**config.mk**
```make
export PLATFORM = sky130hd
export DESIGN_NAME = digit_mask_crossfade_renderer
export DESIGN_NICKNAME = d
export VERILOG_FILES = /design/src/rtl/core/dmcr_pkg.sv /design/src/rtl/core/dmcr_ram.sv /design/src/rtl/core/digit_mask_crossfade_renderer.sv
export VERILOG_INCLUDE_DIRS = /design/src /design/src/rtl/core
export SDC_FILE = /design/constraint.sdc
export NUM_CORES = 2
export LEC_CHECK = 0
export BUFFER_PORTS_ARGS = -buffer_cell sky130_fd_sc_hd__buf_2
export CAP_MARGIN = 10
export CORE_AREA = 8 8 369 406
export DETAILED_ROUTE_END_ITERATION = 12
export DIE_AREA = 0 0 377 414
export GPL_TIMING_DRIVEN = 0
export PLACE_DENSITY = 0.72
export SYNTH_ARGS = -nofsm -noshare
export SYNTH_HDL_FRONTEND = slang
export SYNTH_SLANG_ARGS = --single-unit
```
**constraint.sdc**
```tcl
create_clock -name clk -period 9.1 [get_ports clk]
set_input_delay 0.91 -clock clk [delete_from_list [all_inputs] [get_ports clk]]
set_output_delay 0.91 -clock clk [all_outputs]
set_load 0.02 [all_outputs]
```
**src/rtl/core/digit_mask_crossfade_renderer_defines.svh**
```systemverilog
// Assertion macros for the digit mask crossfade renderer
`ifndef DIGIT_MASK_CROSSFADE_RENDERER_DEFINES_SVH
`define DIGIT_MASK_CROSSFADE_RENDERER_DEFINES_SVH

// same-cycle implication
`define DMCR_ASSERT_NOW(lbl, ante, cons, msg) \
  lbl: assert property (@(posedge clk) disable iff (rst) (ante) |-> (cons)) else $error(msg);

// next-cycle implication
`define DMCR_ASSERT_NXT(lbl, ante, cons, msg) \
  lbl: assert property (@(posedge clk) disable iff (rst) (ante) |=> (cons)) else $error(msg);

`endif

```
**src/rtl/core/dmcr_pkg.sv**
```systemverilog
// Package: shared constants and the digit-to-LED assignment
`timescale 1ns / 1ps
package dmcr_pkg;
  localparam int DIGIT_LEDS = 22;
  localparam logic [16:0] Q_ONE = 17'd65536;
  localparam logic [20:0] STEP_DIVIDEND = 21'd1310720;

  localparam logic [2:0] REQ_CLEAR  = 3'd0;
  localparam logic [2:0] REQ_PUSH   = 3'd1;
  localparam logic [2:0] REQ_COMMIT = 3'd2;
  localparam logic [2:0] REQ_TICK   = 3'd3;
  localparam logic [2:0] REQ_RENDER = 3'd4;

  localparam logic [2:0] REG_DIGITS     = 3'd0;
  localparam logic [2:0] REG_INSTANT    = 3'd1;
  localparam logic [2:0] REG_FADE_TIME  = 3'd2;
  localparam logic [2:0] REG_BRIGHTNESS = 3'd3;
  localparam logic [2:0] REG_ON_COLOR   = 3'd4;
  localparam logic [2:0] REG_OFF_COLOR  = 3'd5;

  typedef logic [DIGIT_LEDS-1:0] row_t;

  localparam logic [3:0] SEG_DIGIT [DIGIT_LEDS] = '{
    4'd1, 4'd9, 4'd4, 4'd6, 4'd10, 4'd7, 4'd3, 4'd0, 4'd2, 4'd8, 4'd5,
    4'd5, 4'd8, 4'd2, 4'd0, 4'd3, 4'd7, 4'd10, 4'd6, 4'd4, 4'd9, 4'd1
  };

  function automatic row_t digit_pattern(input logic [3:0] d);
    row_t p;
    for (int i = 0; i < DIGIT_LEDS; i++) begin
      p[i] = (SEG_DIGIT[i] == d);
    end
    return p;
  endfunction
endpackage

```
**src/rtl/core/dmcr_ram.sv**
```systemverilog
// Generic single-write, single-read RAM with registered read
`timescale 1ns / 1ps
module dmcr_ram #(
  parameter int WIDTH = 22,
  parameter int DEPTH = 8
) (
  input  logic                                   clk,
  input  logic                                   we,
  input  logic [(DEPTH > 1 ? $clog2(DEPTH) : 1)-1:0] waddr,
  input  logic [WIDTH-1:0]                       wdata,
  input  logic [(DEPTH > 1 ? $clog2(DEPTH) : 1)-1:0] raddr,
  output logic [WIDTH-1:0]                       rdata
);
  logic [WIDTH-1:0] mem [DEPTH];

  always_ff @(posedge clk) begin
    if (we) begin
      mem[waddr] <= wdata;
    end
    rdata <= mem[raddr];
  end
endmodule

```
**src/rtl/core/digit_mask_crossfade_renderer.sv**
```systemverilog
// Top level: digit mask crossfade renderer
//
//  channel   signals                                   handshake
//  request   req_type, digit_value, led_index          start & !busy
//  result    red_out, green_out, blue_out, fade_finished  done, one cycle
//  config    wr_index, wr_data                         wr_en
//
// Tick, ignored codes: straight to finish; clear: valid bits cleared first.
// Render: RAM read, weight, blend multiply, brightness multiply. Push: rows
// shift up by read and write-back, new pattern to row 0. Commit: bit-serial
// step divider unless instant or zero fade time. Reset clears the bank valid
// bits at once; no sweep. The result cannot be stalled; busy holds off requests.
`timescale 1ns / 1ps
`include "digit_mask_crossfade_renderer_defines.svh"
module digit_mask_crossfade_renderer #(
  parameter int MAX_DIGITS = 8
) (
  input  logic        clk,
  input  logic        rst,
  input  logic        start,
  output logic        busy,
  output logic        done,
  input  logic [2:0]  req_type,
  input  logic [3:0]  digit_value,
  input  logic [7:0]  led_index,
  output logic [7:0]  red_out,
  output logic [7:0]  green_out,
  output logic [7:0]  blue_out,
  output logic        fade_finished,
  input  logic        wr_en,
  input  logic [2:0]  wr_index,
  input  logic [23:0] wr_data
);
  localparam int RW = MAX_DIGITS > 1 ? $clog2(MAX_DIGITS) : 1;
  localparam int NW = $clog2(MAX_DIGITS + 1);
  localparam int LW = $clog2(MAX_DIGITS * dmcr_pkg::DIGIT_LEDS + 1);

  localparam logic [3:0] S_IDLE  = 4'd0;
  localparam logic [3:0] S_CLR   = 4'd1;
  localparam logic [3:0] S_PRD   = 4'd2;
  localparam logic [3:0] S_PWR   = 4'd3;
  localparam logic [3:0] S_PZERO = 4'd4;
  localparam logic [3:0] S_DIV   = 4'd5;
  localparam logic [3:0] S_RRD   = 4'd6;
  localparam logic [3:0] S_RW    = 4'd7;
  localparam logic [3:0] S_RM1   = 4'd8;
  localparam logic [3:0] S_RM2   = 4'd9;
  localparam logic [3:0] S_FIN   = 4'd10;

  logic [3:0]  digits_in_use;
  logic        instant_mode;
  logic [15:0] fade_time_ms;
  logic [8:0]  brightness_q8;
  logic [23:0] on_color;
  logic [23:0] off_color;

  logic        write_bank;
  logic [16:0] fader;
  logic [16:0] fade_step;
  logic        fade_done;
  logic [MAX_DIGITS-1:0] vld0, vld1;

  logic [3:0]  state;
  logic [3:0]  digit_q;
  logic [7:0]  led_q;
  logic [RW-1:0] rcnt;
  logic        rv;

  logic [15:0] rem;
  logic [20:0] quot, dvd;
  logic [4:0]  dcnt;

  logic        inr, v0, v1;
  logic [4:0]  col;
  logic [16:0] w;
  logic [23:0] mix [3];

  // clamped digit count and active LED count
  logic [NW-1:0] nd;
  logic [LW-1:0] nleds;
  always_comb begin
    if (digits_in_use == 4'd0) begin
      nd = NW'(1);
    end else if (5'(digits_in_use) > 5'(MAX_DIGITS)) begin
      nd = NW'(MAX_DIGITS);
    end else begin
      nd = NW'(digits_in_use);
    end
    nleds = LW'(nd) * LW'(dmcr_pkg::DIGIT_LEDS);
  end

  // led / 22 by reciprocal, exact for 8-bit indexes
  logic [16:0] rowprod;
  logic [3:0]  led_row;
  logic [8:0]  row_base;
  assign rowprod  = 17'(led_q) * 17'd373;
  assign led_row  = rowprod[16:13];
  assign row_base = 9'(led_row) * 9'd22;

  // RAM ports
  logic [RW-1:0] raddr, waddr;
  logic          we;
  dmcr_pkg::row_t wdata, rd0, rd1;

  always_comb begin
    raddr = (state == S_PRD) ? RW'(rcnt - RW'(1)) : RW'(led_row);
    we    = (state == S_PWR) || (state == S_PZERO);
    waddr = (state == S_PWR) ? rcnt : RW'(0);
    wdata = (state == S_PWR) ? ((write_bank ? rd1 : rd0) & {dmcr_pkg::DIGIT_LEDS{rv}})
                             : dmcr_pkg::digit_pattern(digit_q);
  end

  dmcr_ram #(.WIDTH(dmcr_pkg::DIGIT_LEDS), .DEPTH(MAX_DIGITS)) u_bank0 (
    .clk(clk), .we(we && !write_bank), .waddr(waddr), .wdata(wdata),
    .raddr(raddr), .rdata(rd0)
  );
  dmcr_ram #(.WIDTH(dmcr_pkg::DIGIT_LEDS), .DEPTH(MAX_DIGITS)) u_bank1 (
    .clk(clk), .we(we && write_bank), .waddr(waddr), .wdata(wdata),
    .raddr(raddr), .rdata(rd1)
  );

  // divider step
  logic [16:0] trial;
  logic        qbit;
  logic [20:0] quot_next;
  assign trial     = {rem, dvd[20]};
  assign qbit      = trial >= {1'b0, fade_time_ms};
  assign quot_next = {quot[19:0], qbit};

  // tick sum
  logic [17:0] tsum;
  assign tsum = (fader < dmcr_pkg::Q_ONE) ? (18'(fader) + 18'(fade_step)) : 18'(fader);

  // render weight
  logic bw, bo;
  assign bw = (write_bank ? rd1[col] : rd0[col]) && (write_bank ? v1 : v0);
  assign bo = (write_bank ? rd0[col] : rd1[col]) && (write_bank ? v0 : v1);

  logic [7:0] on_ch [3];
  logic [7:0] off_ch [3];
  assign on_ch[0]  = on_color[23:16];
  assign on_ch[1]  = on_color[15:8];
  assign on_ch[2]  = on_color[7:0];
  assign off_ch[0] = off_color[23:16];
  assign off_ch[1] = off_color[15:8];
  assign off_ch[2] = off_color[7:0];

  logic [26:0] blend [3];
  logic [32:0] scaled [3];
  logic [7:0]  sat [3];
  always_comb begin
    for (int c = 0; c < 3; c++) begin
      blend[c] = 27'($signed({1'b0, off_ch[c], 16'd0})
               + $signed(9'({1'b0, on_ch[c]}) - 9'({1'b0, off_ch[c]})) * $signed({1'b0, w}));
      scaled[c] = 33'(mix[c]) * 33'(brightness_q8);
      sat[c] = (scaled[c][32:24] > 9'd255) ? 8'd255 : scaled[c][31:24];
    end
  end

  always_ff @(posedge clk) begin
    if (rst) begin
      digits_in_use <= 4'd1;
      instant_mode  <= 1'b0;
      fade_time_ms  <= 16'd250;
      brightness_q8 <= 9'd256;
      on_color      <= 24'hFFFFFF;
      off_color     <= 24'h000000;
    end else if (wr_en) begin
      unique case (wr_index)
        dmcr_pkg::REG_DIGITS:     digits_in_use <= wr_data[3:0];
        dmcr_pkg::REG_INSTANT:    instant_mode  <= wr_data[0];
        dmcr_pkg::REG_FADE_TIME:  fade_time_ms  <= wr_data[15:0];
        dmcr_pkg::REG_BRIGHTNESS: brightness_q8 <= wr_data[8:0];
        dmcr_pkg::REG_ON_COLOR:   on_color      <= wr_data;
        dmcr_pkg::REG_OFF_COLOR:  off_color     <= wr_data;
        default: ;
      endcase
    end
  end

  always_ff @(posedge clk) begin
    if (rst) begin
      state      <= S_IDLE;
      done       <= 1'b0;
      write_bank <= 1'b0;
      fader      <= '0;
      fade_step  <= dmcr_pkg::Q_ONE;
      fade_done  <= 1'b0;
      vld0       <= '0;
      vld1       <= '0;
      red_out    <= '0;
      green_out  <= '0;
      blue_out   <= '0;
    end else begin
      done <= (state == S_RM2) || (state == S_FIN);
      unique case (state)
        S_IDLE: begin
          if (start) begin
            digit_q <= digit_value;
            led_q   <= led_index;
            case (req_type)
              dmcr_pkg::REQ_CLEAR: state <= S_CLR;
              dmcr_pkg::REQ_PUSH: begin
                rcnt  <= RW'(nd - NW'(1));
                state <= (nd > NW'(1)) ? S_PRD : S_PZERO;
              end
              dmcr_pkg::REQ_COMMIT: begin
                write_bank <= ~write_bank;
                fader      <= '0;
                fade_done  <= 1'b0;
                if (instant_mode || fade_time_ms == 16'd0) begin
                  fade_step <= dmcr_pkg::Q_ONE;
                  state     <= S_FIN;
                end else begin
                  rem   <= '0;
                  quot  <= '0;
                  dvd   <= dmcr_pkg::STEP_DIVIDEND;
                  dcnt  <= 5'd20;
                  state <= S_DIV;
                end
              end
              dmcr_pkg::REQ_TICK: begin
                if (tsum >= 18'(dmcr_pkg::Q_ONE)) begin
                  fader     <= dmcr_pkg::Q_ONE;
                  fade_done <= 1'b1;
                end else begin
                  fader <= tsum[16:0];
                end
                state <= S_FIN;
              end
              dmcr_pkg::REQ_RENDER: state <= S_RRD;
              default: state <= S_FIN;
            endcase
          end
        end
        S_CLR: begin
          for (int r = 0; r < MAX_DIGITS; r++) begin
            if (NW'(r) < nd) begin
              if (write_bank) vld1[r] <= 1'b0;
              else vld0[r] <= 1'b0;
            end
          end
          state <= S_FIN;
        end
        S_PRD: begin
          rv    <= write_bank ? vld1[raddr] : vld0[raddr];
          state <= S_PWR;
        end
        S_PWR: begin
          if (write_bank) vld1[rcnt] <= 1'b1;
          else vld0[rcnt] <= 1'b1;
          rcnt  <= rcnt - RW'(1);
          state <= (rcnt == RW'(1)) ? S_PZERO : S_PRD;
        end
        S_PZERO: begin
          if (write_bank) vld1[0] <= 1'b1;
          else vld0[0] <= 1'b1;
          state <= S_FIN;
        end
        S_DIV: begin
          rem  <= qbit ? 16'(trial - {1'b0, fade_time_ms}) : trial[15:0];
          quot <= quot_next;
          dvd  <= {dvd[19:0], 1'b0};
          dcnt <= dcnt - 5'd1;
          if (dcnt == 5'd0) begin
            fade_step <= (quot_next > 21'(dmcr_pkg::Q_ONE)) ? dmcr_pkg::Q_ONE
                                                            : quot_next[16:0];
            state     <= S_FIN;
          end
        end
        S_RRD: begin
          inr   <= 9'(led_q) < 9'(nleds);
          col   <= 5'(9'(led_q) - row_base);
          v0    <= vld0[raddr];
          v1    <= vld1[raddr];
          state <= S_RW;
        end
        S_RW: begin
          w <= (bw && bo) ? dmcr_pkg::Q_ONE
             : bw ? 17'(dmcr_pkg::Q_ONE - fader)
             : bo ? fader : 17'd0;
          state <= S_RM1;
        end
        S_RM1: begin
          for (int c = 0; c < 3; c++) begin
            mix[c] <= blend[c][23:0];
          end
          state <= S_RM2;
        end
        S_RM2: begin
          red_out   <= inr ? sat[0] : 8'd0;
          green_out <= inr ? sat[1] : 8'd0;
          blue_out  <= inr ? sat[2] : 8'd0;
          state     <= S_IDLE;
        end
        S_FIN: begin
          red_out   <= '0;
          green_out <= '0;
          blue_out  <= '0;
          state     <= S_IDLE;
        end
        default: state <= S_IDLE;
      endcase
    end
  end

  assign busy          = state != S_IDLE;
  assign fade_finished = fade_done;

  `DMCR_ASSERT_NOW(a_done_idle, done, !busy, "result strobe while busy")
  `DMCR_ASSERT_NXT(a_accept_busy, start && !busy, busy, "accepted beat did not go busy")
  `DMCR_ASSERT_NOW(a_fader_max, 1'b1, fader <= dmcr_pkg::Q_ONE, "fader above one")
  `DMCR_ASSERT_NOW(a_done_full, fade_done, fader == dmcr_pkg::Q_ONE, "fade done, fader short")
endmodule
```
# After elaboration in Yosys (flattened, before gate mapping)
# Memory sizes are Yosys's and may differ from the RTL's. A register that Yosys moved wholly into a read port is not among the register bits.
# Cells that the tools add are included.
# Widths: inputs -> output; s select.
# word_totals
mem_bits_rw,424
out_inout_bits,27
elab_cells,308
register_bits,262
n_memories,3
inputBits,46
# memory_table
memory,depth,width,rd,rd_clocked_by_memory_dff,write_ports,line_no,text
u_bank0.mem,8,22,1,1,1,dmcr_ram.sv:14,logic [WIDTH-1:0] mem [DEPTH];
u_bank1.mem,8,22,1,1,1,dmcr_ram.sv:14,
mix,3,24,3,0,3,digit_mask_crossfade_renderer.sv:76,logic [23:0] mix [3];
# classes
reduce_logical,58
muxes,103
mul,9
addsub,13
order_cmp,22
eq_ne,51
bitwise,5
# ops
operator,n
$mux 17,8
$mul 24x9->33,3
$add 24x24->24,3
$mul 9x18->24,3
$pmux 17 s2,2
$mux 16,4
$mux 8,8
$reduce_and 4->1,16
$mux 21,3
$mux 20,3
$pmux 8 s2,3
$mux 22,2
$pmux 21 s2,1
$pmux 20 s2,1
$mux 1,38
$ne 2x2->1 const B,19
$pmux 16 s2,1
$pmux 4 s8,1
$pmux 7 s2,2
$gt 9x8->1 const B,3
$sub 8x8->9,3
$and 22x22->22,1
$gt 21x17->1 const B,1
$mux 4,5
60 further kinds,127

# Logic depth before layout (Yosys ltp)
# logic_depth
ltp_word,8
mapped_depth,30
mapped_depth_nobuf,29

# By module
# From an unflattened synthesis, not the netlist that was laid out.
# hier_totals
cells_unflattened,5907
area_unflattened_um2,63658.6
# by_module_without_submodules
module,area_per_inst_um2,cells_each,instances,seq_area_each_um2
digit_mask_crossfade_renderer,49159.6,5329,1,7897.6
dmcr_ram,7249.5,289,2,5725.5

# Worst setup path before layout
# OpenSTA, ideal clock, no wires.
# synth_timing
kind,input to register
from,input rst
to,memory mix[0][0] (enable)
path_stages,4
arrival_time_ps,6757
setup_time_ps,606
required_ps,8494
setup_slack_ps,1738
n_path_buf,3
cell_sequence,clkbuf_1 -> clkbuf_1 -> clkbuf_1 -> nor3b_1
# synth_lines
item,line_no,text
from (decl),digit_mask_crossfade_renderer.sv:19,"input logic rst,"
to (decl),digit_mask_crossfade_renderer.sv:76,

==> results_tabular.tex <==
\begin{tabular}{lr}
\hline
Metric & Value \\
\hline
\multicolumn{2}{l}{\textbf{Placed design}} \\
Port bufs & 68 \\
Half-perimeter wire length after placement & 131 mm \\
Final GP Congestion & 0.930 \\
Post-place instance area & 67000 sq um \\
\multicolumn{2}{l}{\textbf{Routing}} \\
Number of design rule violations left after detail routing & 0 \\
Detailed-route via count & 46300 \\
Iteration-0 DRC Markers & 3457 \\
Total Wirelength & 168 mm \\
Detail-routed via count per cell & 5.44 \\
Post-detailed-route count of antenna-violating nets & 0 \\
Routed wirelength normalized by instance count & 19.8 um \\
First-pass iteration count of the detailed router & 6 \\
\multicolumn{2}{l}{\textbf{Clock network}} \\
Longest Clk Path Bufs & 3 \\
Latest clock arrival within the worst-skew pair & 0.70 ns \\
Inserted Clock Buffers & 77 \\
TritonCTS clock tree & built \\
Post-cts hold buffer count & 0 \\
Clock transition at the registers of the reported paths & 0.06 ns \\
TritonCTS Sinks & 712 \\
Root buffer cell & clkbuf\_16 \\
\# Post-CTS Setup Buffers & 0 \\
H-tree lvl count & 3 \\
Quantity of gates resized following cts & 0 \\
\multicolumn{2}{l}{\textbf{Worst setup path}} \\
Most common cell on crit path & fa\_1 \\
Reg-to-reg slack, setup & 0.65 ns \\
Path type of the worst setup path & flop to flop \\
Category of the worst setup path capture point & flop \\
Timing startpoint of the critical path & off\_ch[0] \\
Endpoint required time on the critical path & 9.45 ns \\
Length in cells of the worst reg-to-reg path & 28 \\
Reg2reg end & mix[0][71] \\
Beginning of the worst register-to-register path & off\_ch[0] \\
Crit path max fanout & 10 \\
Category of the worst setup path launch point & flop \\
Arrival time worst endpoint & 8.80 ns \\
Critical path's slowest cell & xor2\_1 \\
Max stage delay on crit path & 0.62 ns \\
\multicolumn{2}{l}{\textbf{Hold path}} \\
Hold worst-path end & digit\_q[1] \\
Hold-critical path depth & 1 \\
Origin of the worst min-delay path & digit\_value[1] \\
Tightest Hold Check Type & input port to flop \\
\multicolumn{2}{l}{\textbf{Power}} \\
Sequential share of power & 0.215 \\
Net switching fraction of the power & 0.472 \\
Peak supply drop & 440 uV \\
Clk network pwr share & 0.157 \\
Net Sw Power & 0.0101 W \\
Leakage power & 31.1 nW \\
Relative contribution of combinational cells to total power & 0.628 \\
Cell Pwr Density & 306 nW/um\^{}2 \\
Power Internal & 0.0113 W \\
\multicolumn{2}{l}{\textbf{STA}} \\
Clock skew & 0.0710 ns \\
Minimum period implied by the final worst setup slack & 8.45 ns \\
Fmax & 118 MHz \\
Slew margin rel. & 0.124 \\
Slew at the pin closest to its max-slew limit & 1.31 ns \\
Finish-stage setup viols & 0 \\
Count of pins over their slew limit & 0 \\
Number of hold violations in the final report & 0 \\
Unrepaired setup endpoints after global routing & false \\
Share of the cycle needed by the critical path after routing & 0.928 \\
Total Negative Setup Slacks & 0 ns \\
\multicolumn{2}{l}{\textbf{Logic synthesis}} \\
Syn avg cell area & 10.1 sq um \\
Gate Count Post-Synth & 6330 \\
Cell type with the largest total area after synthesis & fa\_1 \\
Post-synthesis register bit count & 712 \\
Net Count, Synth & 7620 \\
Top-count cell post-synth & inv\_1 \\
Cells taking the most area after synthesis & fa\_1, edfxtp\_1, ha\_1, dfxtp\_1, and2\_1 \\
Synth warn & 0 \\
Share of async-settable or async-resettable flops after synthesis & 0 \\
Most numerous cell types in the synthesized netlist & inv\_1, nand2\_1, fa\_1 \\
Most common flop cell mapped by yosys & edfxtp\_1 \\
EDFF count, synth & 509 \\
Library cells used by synthesis & 82 \\
Mapped Area & 63800 sq um \\
Area share of the largest cell type after synthesis & 0.259 \\
Part of the Yosys area used for sequential elements & 0.303 \\
\multicolumn{2}{l}{\textbf{Global route}} \\
Vias in the first global route & 48100 \\
Total gr overflow & 0 \\
Maximum number of pins on one net before global-route repair & 23 \\
Antenna violations before repair & 13 \\
Global-route wire length before repair & 265 mm \\
GRT Resource Usage Total & 0.214 \\
\multicolumn{2}{l}{\textbf{Job}} \\
Max Cap Viol & 0 \\
\multicolumn{2}{l}{\textbf{Final layout}} \\
Fraction of layout cells with a size suffix above 1 & 0.0499 \\
Final Core Density & 0.487 \\
Area added between synthesis and finish & 9.43\% \\
Design area & 69800 sq um \\
Final nets & 7800 \\
\multicolumn{2}{l}{\textbf{Die}} \\
Effective utilization at floorplan & 0.445 \\
Number of ports placed on the die boundary & 73 \\
Cell row count & 146 \\
Die footprint & 156000 sq um \\
Total core area & 143000 sq um \\
Die H & 414 um \\
Die width & 377 um \\
\multicolumn{2}{l}{\textbf{Run status}} \\
Run status & complete, no violations \\
\hline
\end{tabular}
-- cells in the final DEF (no fill, tap or decap), drive strengths merged, types with 112 or more instances in the layout --
cell / count
a21oi: 222
and2: 590
buf: 132
clkbuf: 352
dfxtp: 203
edfxtp: 509
fa: 826
ha: 418
inv: 958
nand2: 855
nand3: 150
nor2: 197
o21ai: 112
-- worst max-delay path, delay by kind of cell, from the launching register on --
kind | cells | cell delay (ns)
compound gates | 10 | 2.03
xor+xnor | 2 | 1.18
fa+ha+maj | 8 | 3.42
buf+inv | 5 | 0.67
flops | 1 | 0.40
simple gates | 3 | 0.38
-- routing by layer --
metal | vias up | track usage | share of wire
met5 | - | 0 | 0.00024
met2 | 1836 | 0.353 | 0.47
li1 | 20800 | - | -
met3 | 435 | 0.0451 | 0.087
met1 | 23100 | 0.275 | 0.40
met4 | 6 | 0.0869 | 0.043
-- layout make-up --
cell class,instances,area (sq um)
fill,12900,73400
multi-input combinational,4387,39900
sequential,712,19300
inverter,953,3580
tap,1924,2410
clock buffer,105,2230
buffer,278,1070
timing repair buffer,101,709
clock inverter,39,542
antenna,6,15.0
-- power groups by stage --
stage | logic, W | registers, W | clock network (W)
2_1_floorplan | 0.00942 | 0.00446 | 0
3_3_place_gp | 0.0128 | 0.00466 | 0
3_5_place_dp | 0.0132 | 0.00464 | 0
4_1_cts | 0.0133 | 0.00458 | 0.00340
5_1_grt | 0.0148 | 0.00462 | 0.00353
6_report | 0.0134 | 0.00460 | 0.00334
-- how the worst max path moves through the flow --
stage / end / slack, ns / cells after the start
floorplan: mix[0][0] / 1.74 / 4
global placement: mix[0][65] / -1.54 / 4
detailed placement: mix[0][47] / 0.84 / 27
CTS: mix[0][70] / 0.78 / 27
global route: mix[0][70] / 0.22 / 27
finish: mix[0][71] / 0.65 / 28
-- per-stage QoR --
stage	hold slack [ns]	power (W)	std cells	setup slack, ns
2_1_floorplan	0.436	0.0139	6330	1.74
3_3_place_gp	0.433	0.0175	8322	-1.54
3_5_place_dp	0.442	0.0178	8347	0.837
4_1_cts	0.335	0.0213	8491	0.776
5_1_grt	0.354	0.0229	8499	0.224
6_report	0.391	0.0214	8505	0.651
-- flip-flops by register name, indices dropped and copies added, names as in the netlist, 5 cells and up --
| register | cells |
|---|---|
| fader | 17 |
| vld1 | 8 |
| u_bank1.mem | 176 |
| on_ch | 24 |
| mix | 72 |
| brightness_q8 | 9 |
| quot | 20 |
| fade_step | 17 |
| u_bank0.mem | 176 |
| col | 5 |
| u_bank1.rdata | 22 |
| fade_time_ms | 16 |
| w | 17 |
| rem | 16 |
| led_q | 8 |
| vld0 | 8 |
| u_bank0.rdata | 22 |
| off_ch | 24 |
| red_out | 8 |
| dcnt | 5 |
| green_out | 8 |
| blue_out | 8 |
-- cells by family after synthesis --
family,share of synthesized area
compound gates,0.0684
xor+xnor,0.0199
fa+ha+maj,0.341
buf+inv,0.0728
flops,0.303
mux,0.0200
simple gates,0.174
Power figures use the tool's default switching activity.
